===== src/rtl/lnx_pkg.sv =====
package lnx_pkg;

   // Operation codes carried by an input item
   localparam logic [1:0] OP_SET_PIN     = 2'd0;
   localparam logic [1:0] OP_SEND_BYTE   = 2'd1;
   localparam logic [1:0] OP_SEND_NIBBLE = 2'd2;
   localparam logic [1:0] OP_CURSOR      = 2'd3;

   // Expander pin positions in the shadow byte
   localparam logic [2:0] PIN_RS = 3'd0;
   localparam logic [2:0] PIN_RW = 3'd1;
   localparam logic [2:0] PIN_EN = 3'd2;
   localparam logic [2:0] PIN_D7 = 3'd7;

   localparam logic [7:0] ADDR_RESET    = 8'd78;
   localparam logic [7:0] CMD_SET_DDRAM = 8'h80;

   // DDRAM start address of each display line
   localparam logic [7:0] ROW_BASE [4] = '{8'd0, 8'd64, 8'd20, 8'd84};

   // Positions in the pin update sequence of one byte
   localparam logic [3:0] STEP_RS         = 4'd0;
   localparam logic [3:0] STEP_RW         = 4'd1;
   localparam logic [3:0] STEP_EN_CLEAR   = 4'd2;
   localparam logic [3:0] STEP_HI_FIRST   = 4'd3;
   localparam logic [3:0] STEP_HI_STROBE  = 4'd7;
   localparam logic [3:0] STEP_HI_RELEASE = 4'd8;
   localparam logic [3:0] STEP_LO_FIRST   = 4'd9;
   localparam logic [3:0] STEP_LO_STROBE  = 4'd13;
   localparam logic [3:0] STEP_LO_RELEASE = 4'd14;

   // One decoded item, ready for stepping
   typedef struct packed {
      logic       is_pin;
      logic [2:0] pin;
      logic       level;
      logic       rs;
      logic [7:0] data;
      logic [3:0] last_step;
   } lnx_item_type;

   // One pin change
   typedef struct packed {
      logic [2:0] pin;
      logic       level;
   } lnx_update_type;

   // One expander write handed to the output stage
   typedef struct packed {
      logic [7:0] expander_byte;
      logic       last;
   } lnx_write_type;

   // Pin change made at a given position of the byte sequence
   function automatic lnx_update_type lnx_step(input logic [3:0] step, input logic rs,
                                               input logic [7:0] data);
      lnx_update_type u;
      logic [1:0]     k;
      u.pin   = PIN_EN;
      u.level = 1'b0;
      k       = 2'd0;
      if (step >= STEP_HI_FIRST && step < STEP_HI_STROBE) begin
         k       = 2'(step - STEP_HI_FIRST);
         u.pin   = PIN_D7 - {1'b0, k};
         u.level = data[3'd7 - {1'b0, k}];
      end else if (step >= STEP_LO_FIRST && step < STEP_LO_STROBE) begin
         k       = 2'(step - STEP_LO_FIRST);
         u.pin   = PIN_D7 - {1'b0, k};
         u.level = data[3'd3 - {1'b0, k}];
      end else begin
         case (step)
            STEP_RS: begin
               u.pin   = PIN_RS;
               u.level = rs;
            end
            STEP_RW: begin
               u.pin   = PIN_RW;
               u.level = 1'b0;
            end
            STEP_HI_STROBE, STEP_LO_STROBE: begin
               u.pin   = PIN_EN;
               u.level = 1'b1;
            end
            default: begin
               // enable clear and both releases drop EN
               u.pin   = PIN_EN;
               u.level = 1'b0;
            end
         endcase
      end
      return u;
   endfunction

endpackage


===== src/rtl/lnx_channels.sv =====
interface lnx_req_if;
   logic       valid;
   logic       ready;
   logic [1:0] operation;
   logic [2:0] pin_index;
   logic       pin_value;
   logic       register_select;
   logic [7:0] data_byte;
   logic [5:0] column;
   logic [1:0] row;

   modport source (output valid, operation, pin_index, pin_value, register_select,
                   data_byte, column, row, input ready);
   modport sink (input valid, operation, pin_index, pin_value, register_select,
                 data_byte, column, row, output ready);
endinterface

interface lnx_rsp_if;
   logic       valid;
   logic       ready;
   logic [7:0] bus_address;
   logic [7:0] expander_byte;
   logic       last;

   modport source (output valid, bus_address, expander_byte, last, input ready);
   modport sink (input valid, bus_address, expander_byte, last, output ready);
endinterface


===== src/rtl/lnx_decode.sv =====
module lnx_decode
   import lnx_pkg::*;
(
   input  logic [1:0]   operation,
   input  logic [2:0]   pin_index,
   input  logic         pin_value,
   input  logic         register_select,
   input  logic [7:0]   data_byte,
   input  logic [5:0]   column,
   input  logic [1:0]   row,
   output lnx_item_type item
);

   logic [7:0] ddram_addr;

   // Line base plus column, wrapped to 8 bits
   assign ddram_addr = ROW_BASE[row] + {2'b00, column};

   // Turn the operation into a pin update plan
   always_comb begin
      item.is_pin    = 1'b0;
      item.pin       = pin_index;
      item.level     = pin_value;
      item.rs        = register_select;
      item.data      = data_byte;
      item.last_step = STEP_LO_RELEASE;
      case (operation)
         OP_SET_PIN: begin
            item.is_pin    = 1'b1;
            item.last_step = STEP_RS;
         end
         OP_SEND_BYTE: begin
            item.last_step = STEP_LO_RELEASE;
         end
         OP_SEND_NIBBLE: begin
            item.last_step = STEP_HI_RELEASE;
         end
         OP_CURSOR: begin
            item.rs   = 1'b0;
            item.data = CMD_SET_DDRAM | ddram_addr;
         end
         default: begin
            item.last_step = STEP_LO_RELEASE;
         end
      endcase
   end

endmodule


===== src/rtl/lnx_stepper.sv =====
module lnx_stepper
   import lnx_pkg::*;
(
   input  logic          clock,
   input  logic          reset,
   input  logic          in_valid,
   input  lnx_item_type  in_item,
   output logic          in_ready,
   input  logic          room,
   output logic          wr_valid,
   output lnx_write_type wr
);

   lnx_item_type   item_ff;
   logic           item_valid_ff;
   logic           item_valid_in;
   logic [3:0]     step_ff;
   logic [3:0]     step_in;
   logic [7:0]     shadow_ff;
   logic [7:0]     shadow_in;
   lnx_update_type update;
   logic           at_last;
   logic           in_fire;

   assign at_last  = (step_ff == item_ff.last_step);
   assign wr_valid = item_valid_ff && room;
   assign in_ready = !item_valid_ff || (room && at_last);
   assign in_fire  = in_valid && in_ready;

   // Pick the pin change for the current position
   always_comb begin
      if (item_ff.is_pin) begin
         update.pin   = item_ff.pin;
         update.level = item_ff.level;
      end else begin
         update = lnx_step(step_ff, item_ff.rs, item_ff.data);
      end
   end

   // Apply it to the shadow
   always_comb begin
      shadow_in = shadow_ff;
      if (wr_valid) begin
         shadow_in[update.pin] = update.level;
      end
   end

   assign wr.expander_byte = shadow_in;
   assign wr.last          = at_last;

   // Advance through the sequence, load the next item when idle or on the last write
   always_comb begin
      item_valid_in = item_valid_ff;
      step_in       = step_ff;
      if (in_fire) begin
         item_valid_in = 1'b1;
         step_in       = STEP_RS;
      end else if (wr_valid) begin
         if (at_last) begin
            item_valid_in = 1'b0;
            step_in       = STEP_RS;
         end else begin
            step_in = step_ff + 4'd1;
         end
      end
   end

   always_ff @(posedge clock) begin
      if (reset) begin
         item_valid_ff <= 1'b0;
         step_ff       <= STEP_RS;
         shadow_ff     <= 8'h00;
      end else begin
         item_valid_ff <= item_valid_in;
         step_ff       <= step_in;
         shadow_ff     <= shadow_in;
      end
   end

   // Hold the item payload
   always_ff @(posedge clock) begin
      if (in_fire) begin
         item_ff <= in_item;
      end
   end

endmodule


===== src/rtl/lnx_out_stage.sv =====
module lnx_out_stage
   import lnx_pkg::*;
(
   input  logic          clock,
   input  logic          reset,
   input  logic          wr_valid,
   input  lnx_write_type wr,
   input  logic [7:0]    address,
   output logic          room,
   output logic          out_valid,
   input  logic          out_ready,
   output logic [7:0]    out_address,
   output logic [7:0]    out_byte,
   output logic          out_last
);

   logic          valid_ff;
   logic          valid_in;
   lnx_write_type wr_ff;
   logic [7:0]    address_ff;

   assign room      = !valid_ff || out_ready;
   assign out_valid = valid_ff;

   // Hold while stalled, drop once taken, load a new write
   always_comb begin
      valid_in = valid_ff;
      if (wr_valid) begin
         valid_in = 1'b1;
      end else if (out_ready) begin
         valid_in = 1'b0;
      end
   end

   always_ff @(posedge clock) begin
      if (reset) begin
         valid_ff <= 1'b0;
      end else begin
         valid_ff <= valid_in;
      end
   end

   always_ff @(posedge clock) begin
      if (wr_valid) begin
         wr_ff      <= wr;
         address_ff <= address;
      end
   end

   assign out_address = address_ff;
   assign out_byte    = wr_ff.expander_byte;
   assign out_last    = wr_ff.last;

endmodule


===== src/rtl/lcd_nibble_expander_sequencer.sv =====
// Character display sequencer for a 4-bit display behind an 8-bit port expander.
// Each request item becomes a run of expander writes, one per response item:
// set pin gives 1 write, send byte and cursor position give 15, send high nibble
// gives 9. Every write carries the whole pin shadow (bit 0 RS, 1 RW, 2 EN,
// 3 backlight, 4..7 D4..D7) and the expander address from the csr register;
// last marks the final write of an item. The sequencer changes one shadow pin
// per cycle while the response register has room, and the next item is taken in
// the cycle its predecessor's last write issues. The response register lets a
// new item in while a finished write still waits.
// Reset clears the shadow to all pins low and the address to 78. Write the
// csr register only while no item is in flight.
module lcd_nibble_expander_sequencer
   import lnx_pkg::*;
(
   input  logic       clock,
   input  logic       reset,
   lnx_req_if.sink    req_ch,
   lnx_rsp_if.source  rsp_ch,
   input  logic       csr_wr_en,
   input  logic [7:0] csr_wr_data
);

   logic [7:0]    addr_ff;
   logic [7:0]    addr_in;
   lnx_item_type  item;
   logic          room;
   logic          wr_valid;
   lnx_write_type wr;

   // Expander address register
   assign addr_in = csr_wr_en ? csr_wr_data : addr_ff;

   always_ff @(posedge clock) begin
      if (reset) begin
         addr_ff <= ADDR_RESET;
      end else begin
         addr_ff <= addr_in;
      end
   end

   lnx_decode u_decode (
      .operation       (req_ch.operation),
      .pin_index       (req_ch.pin_index),
      .pin_value       (req_ch.pin_value),
      .register_select (req_ch.register_select),
      .data_byte       (req_ch.data_byte),
      .column          (req_ch.column),
      .row             (req_ch.row),
      .item            (item)
   );

   lnx_stepper u_stepper (
      .clock    (clock),
      .reset    (reset),
      .in_valid (req_ch.valid),
      .in_item  (item),
      .in_ready (req_ch.ready),
      .room     (room),
      .wr_valid (wr_valid),
      .wr       (wr)
   );

   lnx_out_stage u_out_stage (
      .clock       (clock),
      .reset       (reset),
      .wr_valid    (wr_valid),
      .wr          (wr),
      .address     (addr_ff),
      .room        (room),
      .out_valid   (rsp_ch.valid),
      .out_ready   (rsp_ch.ready),
      .out_address (rsp_ch.bus_address),
      .out_byte    (rsp_ch.expander_byte),
      .out_last    (rsp_ch.last)
   );

endmodule


===== src/flat_wrapper.sv =====
// flat-port wrapper written by rule: the top's interface ports become plain ports
module lcd_nibble_expander_sequencer_flat import lnx_pkg::*;
  (clock, reset, csr_wr_en, csr_wr_data, req_ch_valid, req_ch_operation, req_ch_pin_index, req_ch_pin_value, req_ch_register_select, req_ch_data_byte, req_ch_column, req_ch_row, req_ch_ready, rsp_ch_valid, rsp_ch_bus_address, rsp_ch_expander_byte, rsp_ch_last, rsp_ch_ready);
  lnx_req_if req_ch_i ();
  lnx_rsp_if rsp_ch_i ();
  input  logic clock;
  input  logic reset;
  input  logic csr_wr_en;
  input  logic [7:0] csr_wr_data;
  input wire logic [$bits(req_ch_i.valid)-1:0] req_ch_valid;
  input wire logic [$bits(req_ch_i.operation)-1:0] req_ch_operation;
  input wire logic [$bits(req_ch_i.pin_index)-1:0] req_ch_pin_index;
  input wire logic [$bits(req_ch_i.pin_value)-1:0] req_ch_pin_value;
  input wire logic [$bits(req_ch_i.register_select)-1:0] req_ch_register_select;
  input wire logic [$bits(req_ch_i.data_byte)-1:0] req_ch_data_byte;
  input wire logic [$bits(req_ch_i.column)-1:0] req_ch_column;
  input wire logic [$bits(req_ch_i.row)-1:0] req_ch_row;
  output wire logic [$bits(req_ch_i.ready)-1:0] req_ch_ready;
  output wire logic [$bits(rsp_ch_i.valid)-1:0] rsp_ch_valid;
  output wire logic [$bits(rsp_ch_i.bus_address)-1:0] rsp_ch_bus_address;
  output wire logic [$bits(rsp_ch_i.expander_byte)-1:0] rsp_ch_expander_byte;
  output wire logic [$bits(rsp_ch_i.last)-1:0] rsp_ch_last;
  input wire logic [$bits(rsp_ch_i.ready)-1:0] rsp_ch_ready;
  assign req_ch_i.valid = req_ch_valid;
  assign req_ch_i.operation = req_ch_operation;
  assign req_ch_i.pin_index = req_ch_pin_index;
  assign req_ch_i.pin_value = req_ch_pin_value;
  assign req_ch_i.register_select = req_ch_register_select;
  assign req_ch_i.data_byte = req_ch_data_byte;
  assign req_ch_i.column = req_ch_column;
  assign req_ch_i.row = req_ch_row;
  assign req_ch_ready = req_ch_i.ready;
  assign rsp_ch_valid = rsp_ch_i.valid;
  assign rsp_ch_bus_address = rsp_ch_i.bus_address;
  assign rsp_ch_expander_byte = rsp_ch_i.expander_byte;
  assign rsp_ch_last = rsp_ch_i.last;
  assign rsp_ch_i.ready = rsp_ch_ready;
  lcd_nibble_expander_sequencer u_core (.clock(clock), .reset(reset), .req_ch(req_ch_i), .rsp_ch(rsp_ch_i), .csr_wr_en(csr_wr_en), .csr_wr_data(csr_wr_data));
endmodule

===== config.mk =====
export PLATFORM = sky130hd
export DESIGN_NAME = lcd_nibble_expander_sequencer_flat
export DESIGN_NICKNAME = d
export VERILOG_FILES = /design/src/rtl/lnx_pkg.sv /design/src/rtl/lnx_channels.sv /design/src/rtl/lnx_decode.sv /design/src/rtl/lnx_stepper.sv /design/src/rtl/lnx_out_stage.sv /design/src/rtl/lcd_nibble_expander_sequencer.sv /design/src/flat_wrapper.sv
export SDC_FILE = /design/constraint.sdc
export NUM_CORES = 1
export LEC_CHECK = 0
export BUFFER_PORTS_ARGS = -buffer_cell sky130_fd_sc_hd__buf_2
export CAP_MARGIN = 20
export CORE_ASPECT_RATIO = 1.2
export CORE_MARGIN = 2
export CORE_UTILIZATION = 40
export DETAILED_ROUTE_END_ITERATION = 8
export PLACE_DENSITY = 0.59
export SLEW_MARGIN = 20
export SYNTH_ARGS = -nofsm -noshare
export SYNTH_HDL_FRONTEND = slang
export SYNTH_SLANG_ARGS = --single-unit

===== constraint.sdc =====
create_clock -name clock -period 3.5 [get_ports clock]
set_input_delay 0.35 -clock clock [delete_from_list [all_inputs] [get_ports clock]]
set_output_delay 0.35 -clock clock [all_outputs]
set_load 0.02 [all_outputs]

Yosys cells after proc, flatten, opt, wreduce, memory -nomap -nowiden
Cells that the tools add are included.
W data, S select, Z words.
Cells by class
  eq/ne operators: 6
  muxes and demuxes: 24
  reduce and logical (&&, ||, !) cells: 18
  $lt $le $gt $ge: 9
  bitwise operators: 1
  add/subtract/negate cells: 7
Operators by type and width (number)
  $mux W7: 3
  $bmux W8 S2: 1
  $mux W4: 4
  $lt A3 B4 Y1 const B: 3
  $mux W1: 9
  $pmux W3 S3: 1
  $bwmux W8: 1
  $mux W8: 1
  $pmux W4 S2: 1
  $add A7 B6 Y7: 1
  $bmux W1 S3: 2
  $logic_and A1 B1 Y1: 6
  $reduce_bool A2 Y1: 3
  $sub A3 B2 Y3 const A: 2
  $add A4 B1 Y4 const B: 1
  $eq A2 B2 Y1 const B: 2
  $eq A4 B1 Y1 const B: 1
  $eq A4 B3 Y1 const B: 1
  $eq A4 B4 Y1: 1
  $eq A4 B4 Y1 const B: 1
  $ge A4 B2 Y1 const B: 1
  $ge A4 B4 Y1 const B: 1
  $logic_not A4 Y1: 1
  $lt A4 B3 Y1 const B: 1
  13 further kinds: 16
Word-level totals
  bits in registers: 57

Longest topological paths before layout
Gate-level depths: netlist (run 1).
  depth after elaboration: 13
  gate-level depth with buffers: 8

Cells and area by module
Synthesis (run 1) repeated with hierarchy kept, for this count alone.
Second synthesis, totals
  cell total of the unflattened synthesis: 231
  area, all modules: 2806.4 µm²
Modules (own cells, without submodules)
  lnx_stepper: seq. area each 800.8 µm², cells each 150, area each 1692.9 µm², instances 1
  lnx_out_stage: seq. area each 530.5 µm², cells each 21, area each 556.8 µm², instances 1
  lcd_nibble_expander_sequencer: seq. area each 160.2 µm², cells each 26, area each 297.8 µm², instances 1
  lnx_decode: seq. area each 0.0 µm², cells each 34, area each 259.0 µm², instances 1

Worst setup path after synthesis (run 1)
No wires, ideal clock.
  path type: register to register
  start: reg u_core.u_stepper.step_ff[0]
  end: reg u_core.u_out_stage.wr_ff (netlist bit u_core.u_out_stage.out_byte[6]), data pin
  period minus slack after synthesis: 2412 ps
  cell stages (with the launch flop): 8
  data arrival time: 2150 ps
  required time: 3238 ps
  path buffers: 1
  slack: 1088 ps
  setup time: 262 ps
  path through: dfxtp_1 buf_2 inv_1 ha_1 o41ai_2 a21oi_4 a2111oi_4 mux2_1
RTL lines
  from (decl): RTL line lnx_stepper.sv:17  | logic [3:0] step_ff;
  from (signal assigned): RTL line lnx_stepper.sv:75  | step_ff <= step_in;
  to (signal assigned): RTL line lnx_out_stage.sv:45  | wr_ff <= wr;
  to (decl): RTL line lnx_out_stage.sv:19  | lnx_write_type wr_ff;

==> reports/results.ini, run 1 <==
[status]
outcome = completed

[clock_tree]
cts.sinks = 55
post-cts-setup-buffer-count = 0
cts_tree = built
clk_pin_slew_ps = 90
ctsResizeCount = 0
cts_hold_buffers = 0
max-clock-path-buffers = 2
cts-buffers-inserted = 5
cts_root_buf = clkbuf_8
clkLatencyLatePin_ps = 300
htree_levels = 2

[detailed_routing]
finalWirelength_mm = 4.83
dr.pass1.iters = 4
drtAntennaViolNets = 0
drc = 0
vias_per_cell = 5.12
first_iter_violations = 98
detailroute.via_count = 1864
wire_per_inst_um = 13.3

[pwr]
p_seq_share_pct = 59.0
total_leakage_power_nw = 1.22
pwr-share-comb_pct = 13.7
power_density_nw_per_um2 = 401
p_sw_share_pct = 25.5
p_int_uw = 936
clkPwrFrac_pct = 27.3
p_sw_uw = 320
max-vdd-ir-drop_mv = 0.197

[critical_path]
cp-start-kind = register
crit_required_ps = 3560
crit_fanout = 10
path_cells = inv_1 > ha_1 > o41ai_2 > a21oi_4 > a2111oi_4 > mux2_1
cp_top_family = compound AO/OA/AOI/OAI gates
cpMaxStageDelayCell = dfxtp_1
r2r-start = u_core.u_stepper.step_ff[0]
critPathArrivalTime_ps = 2760
critPathMaxStageDelay_ps = 580
critPathKind = register to register
cp-end-kind = register
path_buf_inv = 1
crit_start = u_core.u_stepper.step_ff[0]

[sta]
slew_headroom_pct = 50.9
setup-violations-final = 0
fmax_ghz = 0.370
finalCritPeriodShare_pct = 77.2
layout_min_cycle_time_ps = 2700
rsz0062_at_grt = false
hold_viol_final = 0
tightest_slew_ps = 736
fin_worst_skew_ps = 3.89
finalSetupTns_ps = 0
slew_violations = 0

[logic_synthesis]
ys_seq_area_share_pct = 52.5
ys.flop_type = edfxtp_1
synthTopCellsByCount = 33 x edfxtp_1, 22 x dfxtp_1, 20 x nand2_1
synth.area.top_cells = edfxtp_1 36%, dfxtp_1 16%, mux2i_1 3.7%, ha_1 3.2%, mux2_2 2.9%
ys_ff_latch = 55
syn_area_um2 = 2730
yosysTopAreaCellShare_pct = 36.3
synth.most_common_cell = edfxtp_1
synth_cell_types = 59
synth_top_cell_by_area = edfxtp_1
synth_edf_count = 33
yosys_warnings = 0
synth_nets = 271
avgSynthCellArea_um2 = 12.0
synth_async_sr_flop_share_pct = 0
synth_cells = 228

[place]
dp_hpwl_mm = 3.75
gp_congestion = 0.862
dp.cells = 356
placement.io_buffers = 54

[die]
core_um2 = 6530
start_util_pct = 41.8
die-height_um = 94.4
die_w_um = 79.4
num_rows = 32
dieArea_um2 = 7500
io_pins = 55

[run]
cap_violations = 0

[final_layout]
drive_gt1_share_pct = 33.3
antenna_cells = 0
fin_cells = 364
syn_to_final_growth_pct = 14.8
final_net_count = 321

[global_routing]
grt.total_usage_pct = 13.9
grt_max_degree = 19
grt-ovfl-total = 0
grt_pass1_vias = 1845
antenna_found_initial = 0
grt_pass1_wl_mm = 8.21

[min_path]
min_from = req_ch_pin_value
min_path_type = primary input to register

[layer usage]
layer / GRT usage [%] / share of wire (%) / vias up
met5: 0 / 0 / -
met4: 5.03 / 1.6 / 0
met3: 2.87 / 4.7 / 8
met2: 24.9 / 51 / 49
met1: 16.3 / 43 / 859
li1: - / - / 948
[cell type report]
class	count	area, um2
tap	85	106
fill	615	3400
clock inverter	3	18.8
inverter	12	45.0
timing repair buffer	55	278
clock buffer	5	68.8
multi-input combinational	149	1180
sequential	55	1430
[per-stage QoR]
stage	total power, mW	hold WS, ps	utilization [%]	cell area (um2)	setup slack [ps]
after global placement	0.928	409	46.6	3040	881
after CTS	1.27	203	48.0	3130	783
after detailed placement	0.930	417	46.6	3040	810
after floorplan	0.875	408	-	2730	1090
after global routing	1.32	202	48.0	3130	655
final	1.26	217	48.0	3130	798
[sequential cells by signal, indices dropped and copies added, names as in the netlist]
name / cells
u_core.u_stepper.item_ff: 16
u_core.addr_ff: 8
u_core.u_out_stage.out_address: 8
u_core.u_out_stage.out_byte: 8
u_core.u_stepper.shadow_ff: 8
u_core.u_stepper.step_ff: 4
u_core.u_out_stage.out_last: 1
u_core.u_out_stage.out_valid: 1
u_core.u_stepper.item_valid_ff: 1
[final timing paths]
check / endpoint / slack [ps] / depth (start not counted)
hold reg to reg: u_core.u_out_stage.out_address[5] / 440 / 0
hold / removal: u_core.u_stepper.item_ff[13] / 220 / 1
setup reg to reg: u_core.u_out_stage.out_byte[6] / 800 / 6
setup / recovery: u_core.u_out_stage.out_byte[6] / 800 / 6
[cells in the final DEF (no fill, tap or decap), types with 3 or more instances in the layout]
cell type,netlist,final
buf_2,3,54
edfxtp_1,33,33
dfxtp_1,22,22
nand2_1,20,20
a21oi_1,13,13
inv_1,12,12
nor2_1,11,11
mux2i_1,10,10
mux2_2,7,7
ha_1,7,7
o21ai_0,6,6
nand3_1,5,5
clkbuf_8,0,5
nand2b_1,4,4
xor2_1,3,3
a211oi_2,3,3
and2_1,3,3
xnor2_1,3,3
and3_1,3,3
[logic make-up after synthesis]
kind of cell / after synthesis / synth area share, %
and+or+nand+nor: 63 / 12.8
adders and majority gates: 7 / 3.21
muxes: 20 / 8.63
AOI/OAI and AO/OA: 53 / 16.8
DFF: 55 / 52.5
buffers and inverters: 24 / 4.13
xor gates and xnor gates: 6 / 1.93
[worst reg2reg max path, stage by stage (launching register included)]
cell	delay, ps
dfxtp_1	580
inv_1	150
ha_1	400
o41ai_2	500
a21oi_4	130
a2111oi_4	350
mux2_1	360
[power groups by stage]
stage | logic, mW | registers, mW | clock network (mW)
after global placement | 0.173 | 0.755 | 0
after global routing | 0.192 | 0.745 | 0.379
after floorplan | 0.109 | 0.765 | 0
after detailed placement | 0.174 | 0.757 | 0
after CTS | 0.174 | 0.742 | 0.359
final | 0.172 | 0.741 | 0.343
Note: power is estimated with default switching activity, not from simulation.
==> inputs of run 2 (changes only) <==
Settings changed: ABC_AREA set to 1, PLACE_DENSITY 0.59 to 0.6.
Clock period 3.5 ns to 2.8 ns, I/O delays scaled along.
==> reports/results.ini, run 2 <==
[die]
io_pins = 55  ; unchanged
core_um2 = 6130  ; -6.1%
start_util_pct = 41.8  ; about the same
dieArea_um2 = 7060  ; -5.9%
num_rows = 31  ; -3.1%
die_w_um = 77.0  ; -3.0%
die-height_um = 91.6  ; -3.0%

[final_layout]
drive_gt1_share_pct = 23.2  ; -10 points
layout_common_cells = 75 x nand2_1, 54 x buf_2, 41 x nor2_1, 35 x inv_1, 33 x edfxtp_1
syn_to_final_growth_pct = 17.7
final_net_count = 387  ; +21%
antenna_cells = 0  ; unchanged
final_common_cell = nand2_1
largest_register_ffs = 16  ; unchanged
largest-register = u_core.u_stepper.item_ff
nFillCells = 625  ; +1.6%

[sta]
rsz0062_at_grt = false
hold_viol_final = 0  ; unchanged
finalSetupTns_ps = 0  ; unchanged
finalCritPeriodShare_pct = 80.7  ; +3.5 points
layout_min_cycle_time_ps = 2260  ; -442 ps
fin_worst_skew_ps = 14.5  ; +10.6 ps
slew_headroom_pct = 61.0  ; +10 points
fmax_ghz = 0.443  ; +20%
slew_violations = 0  ; unchanged
tightest_slew_ps = 584  ; -151 ps
whs_ps = 145  ; -71.8 ps
setup-violations-final = 0  ; unchanged

[clock_tree]
htree_levels = 2  ; unchanged
post-cts-setup-buffer-count = 0  ; unchanged
clkLatencyLatePin_ps = 310  ; about the same
cts_tree = built
max-clock-path-buffers = 2  ; unchanged
cts_hold_buffers = 0  ; unchanged
ctsResizeCount = 0  ; unchanged
cts_root_buf = clkbuf_8
clk_pin_slew_ps = 100  ; about the same
cts-buffers-inserted = 5  ; unchanged
cts.sinks = 55  ; unchanged

[min_path]
min_from = req_ch_pin_index[1]
min_path_type = primary input to register
holdPathEnd = u_core.u_stepper.item_ff[15]
min_path_cells = 1  ; unchanged

[logic_synthesis]
synth_nets = 330  ; +22%
ys.flop_type = edfxtp_1
synth.area.top_cells = edfxtp_1 39%, dfxtp_1 17%, nand2_1 11%, nor2_1 6.0%, inv_1 5.1%
synth_cells = 287  ; +26%
yosysTopAreaCellShare_pct = 38.7  ; +2.4 points
avgSynthCellArea_um2 = 8.92  ; -25%
synth_top_cell_by_area = edfxtp_1
syn_area_um2 = 2560  ; -6.1%
yosys_warnings = 0  ; unchanged
synth_edf_count = 33  ; unchanged
ys_seq_area_share_pct = 55.9  ; +3.4 points
synth.most_common_cell = nand2_1
synth_async_sr_flop_share_pct = 0  ; unchanged
synth_cell_types = 27  ; -54%
synthTopCellsByCount = 75 x nand2_1, 41 x nor2_1, 35 x inv_1
ys_ff_latch = 55  ; unchanged

[global_routing]
grt.total_usage_pct = 14.1  ; +0.26 points
grt_pass1_vias = 1920  ; +4.1%
antenna_found_initial = 0  ; unchanged
grt-ovfl-total = 0  ; unchanged
grt_pass1_wl_mm = 8.05  ; -1.9%
grt_max_degree = 18  ; -1

[detailed_routing]
wire_per_inst_um = 10.8  ; -19%
drc = 0  ; unchanged
detailroute.via_count = 1923  ; +3.2%
vias_per_cell = 4.50  ; -12%
dr.pass1.iters = 4  ; unchanged
finalWirelength_mm = 4.60  ; -4.7%
drtAntennaViolNets = 0  ; unchanged
first_iter_violations = 50  ; -49%

[critical_path]
crit_required_ps = 2880  ; -680 ps
cpMostUsedCell = nand2_1
path_cells = inv_1 > ha_1 > inv_1 > nor2_1 > nand2_1 > nand2_1 > nand3_1 > nand3_1 > a21oi_4 > nand2_1 > nand2_1 > inv_1
crit_fanout = 12  ; +2
cpMaxStageDelayCell = dfxtp_1
r2r-end = u_core.u_out_stage.out_byte[1]
critPathKind = register to register
critPathArrivalTime_ps = 2340  ; -420 ps
cp-end-kind = register
critPathMaxStageDelay_ps = 560  ; -20 ps
cp-start-kind = register
r2r-start = u_core.u_stepper.step_ff[0]
rr_worst_depth = 12  ; +6
rrSetupSlack_ps = 540  ; -260 ps

[place]
dp_hpwl_mm = 3.44  ; -8.4%
placement.io_buffers = 54  ; unchanged
gp_congestion = 0.841  ; -2.5%

[status]
outcome = completed

[run]
cap_violations = 0  ; unchanged

[pwr]
total_leakage_power_nw = 1.40  ; +15%
power_density_nw_per_um2 = 545  ; +36%
max-vdd-ir-drop_mv = 0.325  ; +64%

run 2: cell types whose count changed in the layout (fill, tap and decap cells not counted), sizes merged, moves of 6 or more:
cell / change
inv: +24
nor2: +31
nand3: +14
o21bai: +6
mux2i: -10
a21oi: -7
mux2: -8
o21ai: +8
nand2: +63
run 2: how the worst max path moves through the flow:
stage	from	endpoint
2_1_floorplan	u_core.u_stepper.step_ff[2]	u_core.u_stepper.item_ff[10]
6_report	u_core.u_stepper.step_ff[0]	u_core.u_out_stage.out_byte[1]
4_1_cts	u_core.u_stepper.step_ff[0]	u_core.u_out_stage.out_byte[1]
3_3_place_gp	u_core.u_stepper.step_ff[0]	u_core.u_out_stage.out_byte[3]
5_1_grt	u_core.u_stepper.step_ff[0]	u_core.u_out_stage.out_byte[1]
3_5_place_dp	u_core.u_stepper.step_ff[0]	u_core.u_out_stage.out_byte[1]
run 2: where the power goes:
group | internal, mW | switching, mW | total [mW] | leakage [nW]
registers | 0.914 | 0.0184 | 0.933 | 0.495
clock network | 0.235 | 0.255 | 0.490 | 0.0540
logic | 0.0764 | 0.141 | 0.218 | 0.852
run 2: cells by family after synthesis:
group / synth area share [%]
AOI/OAI and AO/OA: 7.97
DFF: 55.9
xor gates and xnor gates: 1.03
buffers and inverters: 6.60
adders and majority gates: 3.42
and+or+nand+nor: 25.0
run 2: cell type report:
class	instances	area, um2	area share (%)
tap	82	103	3.41
timing repair buffer	55	278	9.22
clock buffer	7	97.6	3.24
sequential	55	1430	47.5
clock inverter	1	8.76	0.291
inverter	36	135	4.49
multi-input combinational	191	958	31.8
run 2: metal layers:
metal / vias up / GRT usage [%] / share of wire, %
met5: - / 0 / 0
met4: 0 / 4.46 / 1.1
met3: 4 / 3.74 / 4.5
met2: 32 / 25.2 / 50
met1: 856 / 16.5 / 45
li1: 1031 / - / -
run 2: worst max-delay path, delay by kind of cell (launching register included):
| kind | cells | cell delay (ps) |
|---|---|---|
| AO/OA/AOI/OAI | 1 | 250 |
| flip-flops | 1 | 560 |
| adder cells (fa/ha/maj) | 1 | 370 |
| buffers and inverters | 3 | 350 |
| AND/OR/NAND/NOR | 7 | 510 |
run 2: stage by stage:
stage | cells | worst slack (ps) | area [um2] | util [%] | power (mW)
after CTS | 427 | 557 | 3010 | 49.1 | 1.67
after detailed placement | 419 | 546 | 2910 | 47.4 | 1.17
after global routing | 427 | 273 | 3010 | 49.1 | 1.73
final | 427 | 541 | 3010 | 49.1 | 1.64
after floorplan | 287 | 772 | 2560 | - | 1.10
after global placement | 419 | 618 | 2910 | 47.4 | 1.17
==> inputs of run 3 (changes only) <==
Settings changed: PLACE_DENSITY 0.6 to 0.62.
Clock period 2.8 ns to 1.8 ns, I/O delays scaled along.
==> reports/results.ini, run 3 (synthesis results as in run 2) <==
[clock_tree]
htree_levels = 2  ; unchanged
cts-buffers-inserted = 5  ; unchanged
max-clock-path-buffers = 2  ; unchanged
cts_root_buf = clkbuf_8
clk_pin_slew_ps = 100  ; about the same
cts.sinks = 55  ; unchanged
cts_tree = built
clkLatencyLatePin_ps = 310  ; about the same
cts_hold_buffers = 0  ; unchanged

[sta]
rsz0062_at_grt = true
slew_violations = 0  ; unchanged
tightest_slew_ps = 293  ; -292 ps
finalCritPeriodShare_pct = 102  ; +22 points
fin_worst_skew_ps = 9.36  ; -5.15 ps
slew_headroom_pct = 80.5  ; +19 points
layout_min_cycle_time_ps = 1840  ; -417 ps
layout_setup_ws_ps = -42.6  ; -583 ps
hold_viol_final = 0  ; unchanged
fmax_ghz = 0.543  ; +23%
setup-violations-final = 8  ; +8

[critical_path]
cp-start-kind = register
crit_fanout = 8  ; -4
crit_required_ps = 1880  ; -1000 ps
critPathArrivalTime_ps = 1920  ; -420 ps
cp-end-kind = register
critPathKind = register to register

[pwr]
total_leakage_power_nw = 1.57  ; +12%
pwr-share-comb_pct = 17.2  ; +3.9 points
p_sw_share_pct = 26.3  ; +1.0 points
p_seq_share_pct = 54.3  ; -2.6 points
p_int_mw = 1.97  ; +61%
p_sw_uw = 702  ; +69%
clkPwrFrac_pct = 28.5  ; -1.4 points
power_density_nw_per_um2 = 764  ; +40%
max-vdd-ir-drop_mv = 0.509  ; +57%

[global_routing]
antenna_found_initial = 0  ; unchanged
grt_max_degree = 20  ; +2
grt.total_usage_pct = 15.0  ; +0.88 points
grt_pass1_wl_mm = 8.56  ; +6.3%
grt_pass1_vias = 1987  ; +3.5%
grt-ovfl-total = 0  ; unchanged

[final_layout]
nFillCells = 533  ; -15%
layout_common_cells = 66 x nand2_1, 53 x buf_2, 33 x edfxtp_1, 30 x nor2_1, 27 x inv_1
fin_cells = 449  ; +5.2%
antenna_cells = 0  ; unchanged
syn_to_final_growth_pct = 36.5
final_net_count = 409  ; +5.7%
drive_gt1_share_pct = 40.3  ; +17 points
final_common_cell = nand2_1
largest_register_ffs = 16  ; unchanged
largest-register = u_core.u_stepper.item_ff
fin_area_um2 = 3490  ; +16%
fin_util_pct = 57.0  ; +7.8 points

[die]
die-height_um = 91.6  ; unchanged
die_w_um = 77.0  ; unchanged
dieArea_um2 = 7060  ; unchanged
core_um2 = 6130  ; unchanged
io_pins = 55  ; unchanged
start_util_pct = 41.8  ; unchanged
num_rows = 31  ; unchanged

[place]
gp_congestion = 0.832  ; -1.1%
placement.io_buffers = 54  ; unchanged
place_ws_ps = -128  ; -674 ps
dp_hpwl_mm = 3.61  ; +5.1%
dp.cells = 436  ; +4.1%
placedInstanceArea_um2 = 3060  ; +5.2%

[detailed_routing]
drc = 0  ; unchanged
detailroute.via_count = 2094  ; +8.9%
dr.pass1.iters = 5  ; +1
drtAntennaViolNets = 0  ; unchanged
wire_per_inst_um = 11.4  ; +6.1%
finalWirelength_mm = 5.13  ; +12%
vias_per_cell = 4.66  ; +3.6%
first_iter_violations = 80  ; +60%

[status]
outcome = finished with violations
failed_checks = negative setup slack

[min_path]
min_path_type = primary input to register

[run]
cap_violations = 0  ; unchanged

run 3: timing repair:
action,CTS,global route
endpoints found under the setup margin,17,34
pin swaps,1,26
gates resized for setup,13,60
setup buffers,0,5
run 3: worst max-delay path: stages, from the launching register on:
cell and delay, ps:
dfxtp_4 390, buf_6 120, ha_4 170, inv_2 70
nand3_1 70, o21ai_0 180, inv_1 120, nand2_4 100
nand2_8 90, nor2_4 110, nand2_1 60, nand2_2 80
inv_1 40
run 3: final timing paths:
path,start,end,slack [ps],depth (start not counted)
setup / recovery,u_core.u_stepper.step_ff[0],u_core.u_out_stage.out_byte[3],-40,12
setup reg to reg,u_core.u_stepper.step_ff[0],u_core.u_out_stage.out_byte[3],-40,12
hold / removal,req_ch_pin_index[0],u_core.u_stepper.item_ff[14],50,1
hold reg to reg,u_core.addr_ff[7],u_core.u_out_stage.out_address[7],440,0
run 3: through the flow:
step	hold slack, ps	TNS, ps	power, mW
2_1_floorplan	279	0	1.71
3_3_place_gp	361	-1280	1.85
3_5_place_dp	359	-1560	1.86
4_1_cts	34.3	-7.54	2.62
5_1_grt	27.6	-1630	2.79
6_report	46.3	-203	2.67
run 3: area by class of cell:
type,count,area (um2),area share (%)
sequential,55,1440,41.2
clock buffer,7,97.6,2.79
multi-input combinational,191,1220,35.1
tap,82,103,2.94
timing repair buffer,77,469,13.4
inverter,36,151,4.34
clock inverter,1,8.76,0.251
run 3: per-layer routing:
layer | vias to the layer above | part of all wire (%) | track usage, %
li1 | 1078 | - | -
met1 | 958 | 41 | 17.9
met2 | 50 | 54 | 27.1
met3 | 8 | 3.6 | 2.46
met4 | 0 | 1.4 | 5.51
met5 | - | 0 | 0
run 3: power groups by stage:
stage               clock [mW]  sequential (mW)  combinational [mW]
floorplan                    0             1.51               0.208
global placement             0             1.48               0.377
detailed placement           0             1.48               0.382
CTS                      0.781             1.45               0.388
global route             0.820             1.46               0.511
finish                   0.761             1.45               0.458
